**config.mk**
```make
export PLATFORM = sky130hd
export DESIGN_NAME = sensor_frame_crc_check_convert_unit
export DESIGN_NICKNAME = d
export VERILOG_FILES = /design/src/hdl/sfcc_pkg.sv /design/src/hdl/sfcc_frame.sv /design/src/hdl/sfcc_scale.sv /design/src/hdl/sensor_frame_crc_check_convert_unit.sv
export SDC_FILE = /design/constraint.sdc
export NUM_CORES = 1
export LEC_CHECK = 0
export BUFFER_PORTS_ARGS = -buffer_cell sky130_fd_sc_hd__buf_2
export CAP_MARGIN = 20
export CORE_UTILIZATION = 50
export CTS_CLUSTER_SIZE = 30
export DETAILED_ROUTE_END_ITERATION = 7
export PLACE_DENSITY_LB_ADDON = 0.08
export SKIP_CTS_REPAIR_TIMING = 1
export SLEW_MARGIN = 25
export SYNTH_ARGS = -nofsm -noshare
export SYNTH_HDL_FRONTEND = slang
export SYNTH_SLANG_ARGS = --single-unit
```
**constraint.sdc**
```tcl
create_clock -name clk -period 10.55 [get_ports clk]
set_input_delay 0.5275 -clock clk [delete_from_list [all_inputs] [get_ports clk]]
set_output_delay 0.5275 -clock clk [all_outputs]
set_load 0.005 [all_outputs]
```
**src/hdl/sfcc_pkg.sv**
```systemverilog
// Shared types, constants and the CRC-8 byte update for the sensor frame
// CRC check and conversion unit. Depends on nothing; every other file but sfcc_checker uses it.
package sfcc_pkg;

	localparam int unsigned ByteW  = 8;
	localparam int unsigned RawW   = 16;
	localparam int unsigned GainW  = 18;
	localparam int unsigned ValueW = 18;
	localparam int unsigned ProdW  = RawW + GainW;

	localparam logic [8:0]         CrcPolyFull = 9'h131;
	localparam logic [ByteW-1:0]   CrcTopBit   = 8'h80;
	localparam logic [ByteW-1:0]   CrcInit     = 8'h00;
	localparam logic [ByteW-1:0]   StatusMask  = 8'hFC;
	localparam logic [GainW-1:0]   TempGain    = 18'd175720;
	localparam logic [ValueW:0]    TempOffset  = 19'd46850;
	localparam logic [GainW-1:0]   HumGain     = 18'd125000;
	localparam logic [ValueW:0]    HumOffset   = 19'd6000;

	// Measurement kind codes.
	localparam logic KindTemp = 1'b0;
	localparam logic KindHum  = 1'b1;

	// Byte position within a frame. The fourth code of the two-bit field
	// is never entered and is handled like the MSB position.
	typedef enum logic [1:0] {
		POS_MSB   = 2'd0,
		POS_LSB   = 2'd1,
		POS_CHECK = 2'd2
	} byte_pos_t;

	// A finished frame handed from the frame tracker to the scaler.
	typedef struct packed {
		logic [RawW-1:0] raw;
		logic            kind;
		logic            crc_error;
	} frame_result_t;

	// MSB-first CRC-8 over one byte, polynomial 0x31, no final xor.
	function automatic logic [ByteW-1:0] crc8_byte(input logic [ByteW-1:0] crc,
		input logic [ByteW-1:0] b);
		logic [ByteW-1:0] c;
		c = crc ^ b;
		for (int k = 0; k < ByteW; k++) begin
			if ((c & CrcTopBit) != '0) begin
				c = {c[ByteW-2:0], 1'b0} ^ CrcPolyFull[ByteW-1:0];
			end else begin
				c = {c[ByteW-2:0], 1'b0};
			end
		end
		return c;
	endfunction

endpackage

```
**src/hdl/sfcc_frame.sv**
```systemverilog
// Frame tracker: input register, byte position, running CRC and stored data
// bytes; emits one finished frame per checksum byte. Uses sfcc_pkg.
module sfcc_frame (
	input  logic                  clk,
	input  logic                  arst_n,
	input  logic                  in_valid,
	output logic                  in_stall,
	input  logic [7:0]            data_byte,
	input  logic                  measure_kind,
	input  logic                  frame_start,
	output logic                  res_valid,
	output sfcc_pkg::frame_result_t res,
	input  logic                  res_take
);

	logic        v_s1;
	logic [7:0]  byte_s1;
	logic        kind_s1;
	logic        start_s1;

	sfcc_pkg::byte_pos_t pos_q, pos_eff, pos_next;
	logic [7:0]  crc_q;
	logic [7:0]  high_q;
	logic [7:0]  low_q;
	logic        kind_q;

	logic        en_s1, en_s2, step;
	logic        done;
	logic [7:0]  crc_upd;

	assign en_s2    = !res_valid || res_take;
	assign en_s1    = !v_s1 || en_s2;
	assign in_stall = !en_s1;
	assign step     = v_s1 && en_s2;

	// A start mark always restarts the frame at the MSB.
	always_comb begin
		if (start_s1) begin
			pos_eff = sfcc_pkg::POS_MSB;
		end else begin
			case (pos_q)
				sfcc_pkg::POS_LSB:   pos_eff = sfcc_pkg::POS_LSB;
				sfcc_pkg::POS_CHECK: pos_eff = sfcc_pkg::POS_CHECK;
				default:             pos_eff = sfcc_pkg::POS_MSB;
			endcase
		end
	end

	// Next position.
	always_comb begin
		case (pos_eff)
			sfcc_pkg::POS_MSB:   pos_next = sfcc_pkg::POS_LSB;
			sfcc_pkg::POS_LSB:   pos_next = sfcc_pkg::POS_CHECK;
			default:             pos_next = sfcc_pkg::POS_MSB;
		endcase
	end

	// Outputs of the position sequencer.
	always_comb begin
		case (pos_eff)
			sfcc_pkg::POS_MSB: begin
				done    = 1'b0;
				crc_upd = sfcc_pkg::crc8_byte(sfcc_pkg::CrcInit, byte_s1);
			end
			sfcc_pkg::POS_LSB: begin
				done    = 1'b0;
				crc_upd = sfcc_pkg::crc8_byte(crc_q, byte_s1);
			end
			default: begin
				done    = 1'b1;
				crc_upd = crc_q;
			end
		endcase
	end

	always_ff @(posedge clk or negedge arst_n) begin
		if (!arst_n) begin
			v_s1 <= 1'b0;
		end else if (en_s1) begin
			v_s1 <= in_valid;
		end
	end

	always_ff @(posedge clk) begin
		if (en_s1 && in_valid) begin
			byte_s1  <= data_byte;
			kind_s1  <= measure_kind;
			start_s1 <= frame_start;
		end
	end

	always_ff @(posedge clk or negedge arst_n) begin
		if (!arst_n) begin
			pos_q  <= sfcc_pkg::POS_MSB;
			crc_q  <= sfcc_pkg::CrcInit;
			high_q <= '0;
			low_q  <= '0;
			kind_q <= sfcc_pkg::KindTemp;
		end else if (step) begin
			pos_q <= pos_next;
			crc_q <= crc_upd;
			if (pos_eff == sfcc_pkg::POS_MSB) begin
				high_q <= byte_s1;
				kind_q <= kind_s1;
			end
			if (pos_eff == sfcc_pkg::POS_LSB) begin
				low_q <= byte_s1;
			end
		end
	end

	always_ff @(posedge clk or negedge arst_n) begin
		if (!arst_n) begin
			res_valid <= 1'b0;
		end else if (en_s2) begin
			res_valid <= step && done;
		end
	end

	always_ff @(posedge clk) begin
		if (step && done) begin
			res.raw       <= {high_q, low_q & sfcc_pkg::StatusMask};
			res.kind      <= kind_q;
			res.crc_error <= (byte_s1 != crc_q);
		end
	end

endmodule

```
**src/hdl/sfcc_scale.sv**
```systemverilog
// Scaler and output register: converts a raw sensor word into milli-units
// with one multiply, then holds the result for the output channel. Uses sfcc_pkg.
module sfcc_scale (
	input  logic                    clk,
	input  logic                    arst_n,
	input  logic                    res_valid,
	input  sfcc_pkg::frame_result_t res,
	output logic                    res_take,
	output logic                    out_valid,
	input  logic                    out_stall,
	output logic signed [17:0]      scaled_value,
	output logic                    crc_error,
	output logic                    value_kind
);

	logic [sfcc_pkg::GainW-1:0]  gain;
	logic [sfcc_pkg::ValueW:0]   offset;
	logic [sfcc_pkg::ProdW-1:0]  product;
	logic [sfcc_pkg::ValueW:0]   value;

	assign res_take = !out_valid || !out_stall;

	always_comb begin
		if (res.kind == sfcc_pkg::KindHum) begin
			gain   = sfcc_pkg::HumGain;
			offset = sfcc_pkg::HumOffset;
		end else begin
			gain   = sfcc_pkg::TempGain;
			offset = sfcc_pkg::TempOffset;
		end
		product = {{sfcc_pkg::GainW{1'b0}}, res.raw} * {{sfcc_pkg::RawW{1'b0}}, gain};
		// The shifted product is below 2^18, so one zero bit on top keeps it positive.
		value   = {1'b0, product[sfcc_pkg::ProdW-1:16]} - offset;
	end

	always_ff @(posedge clk or negedge arst_n) begin
		if (!arst_n) begin
			out_valid <= 1'b0;
		end else if (res_take) begin
			out_valid <= res_valid;
		end
	end

	always_ff @(posedge clk) begin
		if (res_take && res_valid) begin
			scaled_value <= signed'(value[sfcc_pkg::ValueW-1:0]);
			crc_error    <= res.crc_error;
			value_kind   <= res.kind;
		end
	end

endmodule

```
**src/hdl/sensor_frame_crc_check_convert_unit.sv**
```systemverilog
// Top level of the sensor frame CRC check and conversion unit.
// Instantiates sfcc_frame and sfcc_scale; uses sfcc_pkg.
//
// The unit takes the three bytes of a humidity/temperature sensor reading,
// one byte per input transfer: data MSB, data LSB, then the checksum. It
// checks the checksum against an MSB-first CRC-8 (polynomial 0x31, init 0)
// of the two data bytes and, on the checksum byte only, delivers one output
// transfer: the reading in milli-degrees Celsius or milli-percent relative
// humidity as an 18-bit two's complement value, the kind of the reading
// (sampled with the MSB), and a flag that is set when the checksum did not
// match; the value is delivered even then. The two status bits of the raw
// word are cleared before scaling. Asserting frame_start on any byte starts
// a new frame with that byte as the MSB, discarding a partial frame. The
// unit accepts one byte in every clock cycle while in_stall is low. A
// checksum byte is first held in the input register; the frame tracker
// then writes its CRC compare into its result register, and the scaler
// then writes the multiply into the output register. Each stage only
// waits when the stage after it is full and stalled, so bytes keep being
// accepted while a result waits to be taken, as long as an earlier stage
// has room.
module sensor_frame_crc_check_convert_unit (
	input  logic               clk,
	input  logic               arst_n,
	input  logic               in_valid,
	output logic               in_stall,
	input  logic [7:0]         data_byte,
	input  logic               measure_kind,
	input  logic               frame_start,
	output logic               out_valid,
	input  logic               out_stall,
	output logic signed [17:0] scaled_value,
	output logic               crc_error,
	output logic               value_kind
);

	// Finished frame moving from the tracker to the scaler.
	sfcc_pkg::frame_result_t res;
	logic                    res_valid;
	logic                    res_take;

	// Byte position, running CRC and the stored data bytes live here.
	sfcc_frame u_frame (
		.clk          (clk),
		.arst_n       (arst_n),
		.in_valid     (in_valid),
		.in_stall     (in_stall),
		.data_byte    (data_byte),
		.measure_kind (measure_kind),
		.frame_start  (frame_start),
		.res_valid    (res_valid),
		.res          (res),
		.res_take     (res_take)
	);

	// Gain multiply, offset subtract and the output register.
	sfcc_scale u_scale (
		.clk          (clk),
		.arst_n       (arst_n),
		.res_valid    (res_valid),
		.res          (res),
		.res_take     (res_take),
		.out_valid    (out_valid),
		.out_stall    (out_stall),
		.scaled_value (scaled_value),
		.crc_error    (crc_error),
		.value_kind   (value_kind)
	);

endmodule

```
==> flow_metrics.py <==
metrics = {
    "outcome": {
        "status": "finished, final reports clean",
    },
    "timing": {
        "layout_min_cycle_time_ns": 8.19,
        "worst_pin_slew_ns": 0.955,
        "skew_ns": 0.00784,
        "rsz0062_at_grt": "false",
        "setup_viol": 0,
        "holdWs_ns": 0.188,
        "max_freq_mhz": 122,
        "timing.setup.tns_ns": 0,
        "slew_violations": 0,
        "fin_crit_sh_pct": 77.6,
        "relSlewSlack_pct": 36.1,
        "hold_viol": 0,
    },
    "critical_path": {
        "r2r-end": "u_scale.scaled_value[16]",
        "endpoint_kind": "register",
        "reg2reg_depth": 29,
        "critPathKind": "register to register",
        "max_stage_delay_ns": 0.58,
        "cp-startpoint": "u_frame.res[1]",
        "crit_buf_inv": 7,
        "cp_max_fo": 26,
        "arrival_ns": 8.28,
        "cpLargestDelayFamily": "adder cells",
        "start_kind": "register",
        "reg2reg_from": "u_frame.res[1]",
        "slowest_stage": "nor4_1",
        "cp.required_ns": 10.64,
        "regToRegSetupSlack_ns": 2.36,
    },
    "detailed_routing": {
        "drc": 0,
        "vias_per_cell": 5.19,
        "drt-total-wl_um": 16300,
        "drtPass1Iterations": 5,
        "vias": 5252,
        "drtIter0Drc": 314,
        "postRouteAntennaNets": 0,
        "wl_per_cell_um": 16.2,
    },
    "die": {
        "dieWidth_um": 130,
        "pin_count": 36,
        "start_util_pct": 51.5,
        "dieArea_sq_um": 16900,
        "rows": 46,
        "die-height_um": 130,
        "core_sq_um": 15900,
    },
    "job": {
        "drv_cap": 0,
    },
    "logic_synthesis": {
        "yosysWarnings": 0,
        "ys_top_cells_by_area": "fa_1 24%, ha_1 18%, edfxtp_1 17%, dfrtp_1 8.5%, inv_1 6.5%",
        "seq_area_frac_synth_pct": 25.4,
        "synth_cells": 749,
        "syn_avg_cell_area_sq_um": 11.0,
        "synthFlopType": "edfxtp_1",
        "yosysUniqueCellTypes": 62,
        "synth_top_area_share_pct": 23.7,
        "synth_edf_count": 46,
        "async_flop_share_pct": 37.8,
        "ys_ff_latch": 74,
        "syn-cell-area_sq_um": 8210,
        "synth_top_area_cell": "fa_1",
    },
    "power": {
        "p_leak_nw": 4.36,
        "power_density_nw_per_um2": 250,
        "ir_worst_vdd_v": 0.000171,
    },
    "clock_network": {
        "clock_latency_ns": 0.35,
        "root_buffer": "clkbuf_16",
        "cts_buffer_depth": 2,
        "cts_tree": "built",
        "cts.clk_slew.worst_paths_ns": 0.07,
        "cts_buffers": 9,
        "cts_sinks": 74,
        "htree_levels": 3,
    },
    "finish": {
        "antenna_cells": 0,
        "final_layout_size_suffix_gt1_share_pct": 10.4,
        "syn2layout_area_growth_pct": 9.04,
        "final_nets": 1021,
        "fin_cells": 1011,
        "num-fill-cells": 1418,
        "multiInputGateArea_sq_um": 5560,
        "seqCellArea_sq_um": 2080,
    },
    "global_route": {
        "grt_pass1_wl_um": 26800,
        "grt-ovfl-total": 0,
        "grt_start_max_net_pins": 29,
        "grtUsageTotal_pct": 21.1,
        "antenna_found_initial": 0,
        "first_global_vias": 5343,
    },
    "place": {
        "dp.cells": 995,
        "hpwl_um": 13700,
        "portBuffers": 35,
        "gp_congestion": 0.891,
    },
    "worst_hold_path": {
        "hp-class": "primary input to async pin",
    },
}
-- synth_stat cells (4+ instances only) --
master,count
and2_1,11
o21ai_0,17
xor2_1,33
nand3_1,8
and3_1,5
o21a_1,5
fa_1,97
ha_1,120
a21o_1,8
mux2_2,15
o211ai_1,4
a31oi_1,6
nand2b_1,4
nor2b_1,9
a211oi_1,4
nand2_1,37
nor3_1,6
edfxtp_1,46
nand4_1,4
dfrtp_1,28
clkbuf_1,7
a21oi_1,18
nor2_1,29
inv_1,142
xnor2_1,32
-- worst register-to-register path, delay by kind of cell (launching register included) --
family | cells | cell delay, ns
adders and majority gates | 8 | 3.57
AOI/OAI and AO/OA | 8 | 1.50
DFF | 1 | 0.35
and+or+nand+nor | 4 | 1.18
xor gates and xnor gates | 2 | 0.26
buffers and inverters | 7 | 1.06
-- registers in the layout (all words and copies together), names as in the netlist, 2 cells and up --
name and cells:
u_frame.crc_q 8, u_frame.high_q 8, u_frame.pos_q 2, u_frame.res 16
u_scale.scaled_value 18, u_frame.byte_s1 8, u_frame.low_q 6
-- metal layers --
metal  global-route usage (%)  vias up  part of all wire, %
li1                         -     2557                    -
met1                     30.0     2582                   48
met2                     33.4       97                   47
met3                     3.49       16                  3.2
met4                     5.81        0                  1.4
met5                        0        -                    0
-- cells by family after synthesis --
family	share of synthesized area, %
adders and majority gates	41.9
buffers and inverters	7.07
and+or+nand+nor	8.15
AOI/OAI and AO/OA	7.82
DFF	25.4
xor gates and xnor gates	7.13
muxes	2.42
other	0.0915
-- metrics by stage --
step	setup slack (ns)	power, W	cell area [sq um]	utilization (%)
6_report	2.36	0.00224	8950	56.1
5_1_grt	1.69	0.00245	8950	56.1
4_1_cts	2.33	0.00226	8950	56.1
3_5_place_dp	2.35	0.00191	8640	54.2
3_3_place_gp	2.55	0.00187	8640	54.2
2_1_floorplan	2.93	0.00164	8220	-
-- cell usage in the layout, fill, tap and decap left out, types with 4 or more instances in the layout --
cell       count
xnor2_1       32
dfrtp_1       28
a21oi_1       18
conb_1         4
nand4_1        4
inv_1        142
nor2b_1        9
nand2b_1       4
nand2_1       37
edfxtp_1      46
mux2_2        15
a31oi_1        6
o211ai_1       4
o21ai_0       17
ha_1         120
nor3_1         6
and3_1         5
a211oi_1       4
nand3_1        8
fa_1          97
buf_2         35
and2_1        11
a21o_1         8
nor2_1        29
o21a_1         5
clkbuf_16      9
xor2_1        33
-- cell type report --
type | count | area share (%)
Timing Repair Buffer | 38 | 2.21
Clock inverter | 6 | 0.797
Tap cell | 216 | 3.02
Sequential cell | 74 | 23.3
Multi-Input combinational cell | 525 | 62.1
Clock buffer | 10 | 2.67
Inverter | 142 | 5.95
-- where the power goes --
group	switching, W	total, W	internal [W]
Clock	0.000136	0.000328	0.000192
Combinational	0.000807	0.00145	0.000640
Sequential	0.0000305	0.000461	0.000431
-- worst max-delay path by stage --
| stage | cells past startpoint | end |
|---|---|---|
| 6_report | 29 | u_scale.scaled_value[16] |
| 5_1_grt | 29 | u_scale.scaled_value[17] |
| 4_1_cts | 29 | u_scale.scaled_value[16] |
| 3_5_place_dp | 29 | u_scale.scaled_value[16] |
| 3_3_place_gp | 29 | u_scale.scaled_value[16] |
| 2_1_floorplan | 28 | u_scale.scaled_value[17] |
Note: power is estimated with default switching activity, not from simulation.
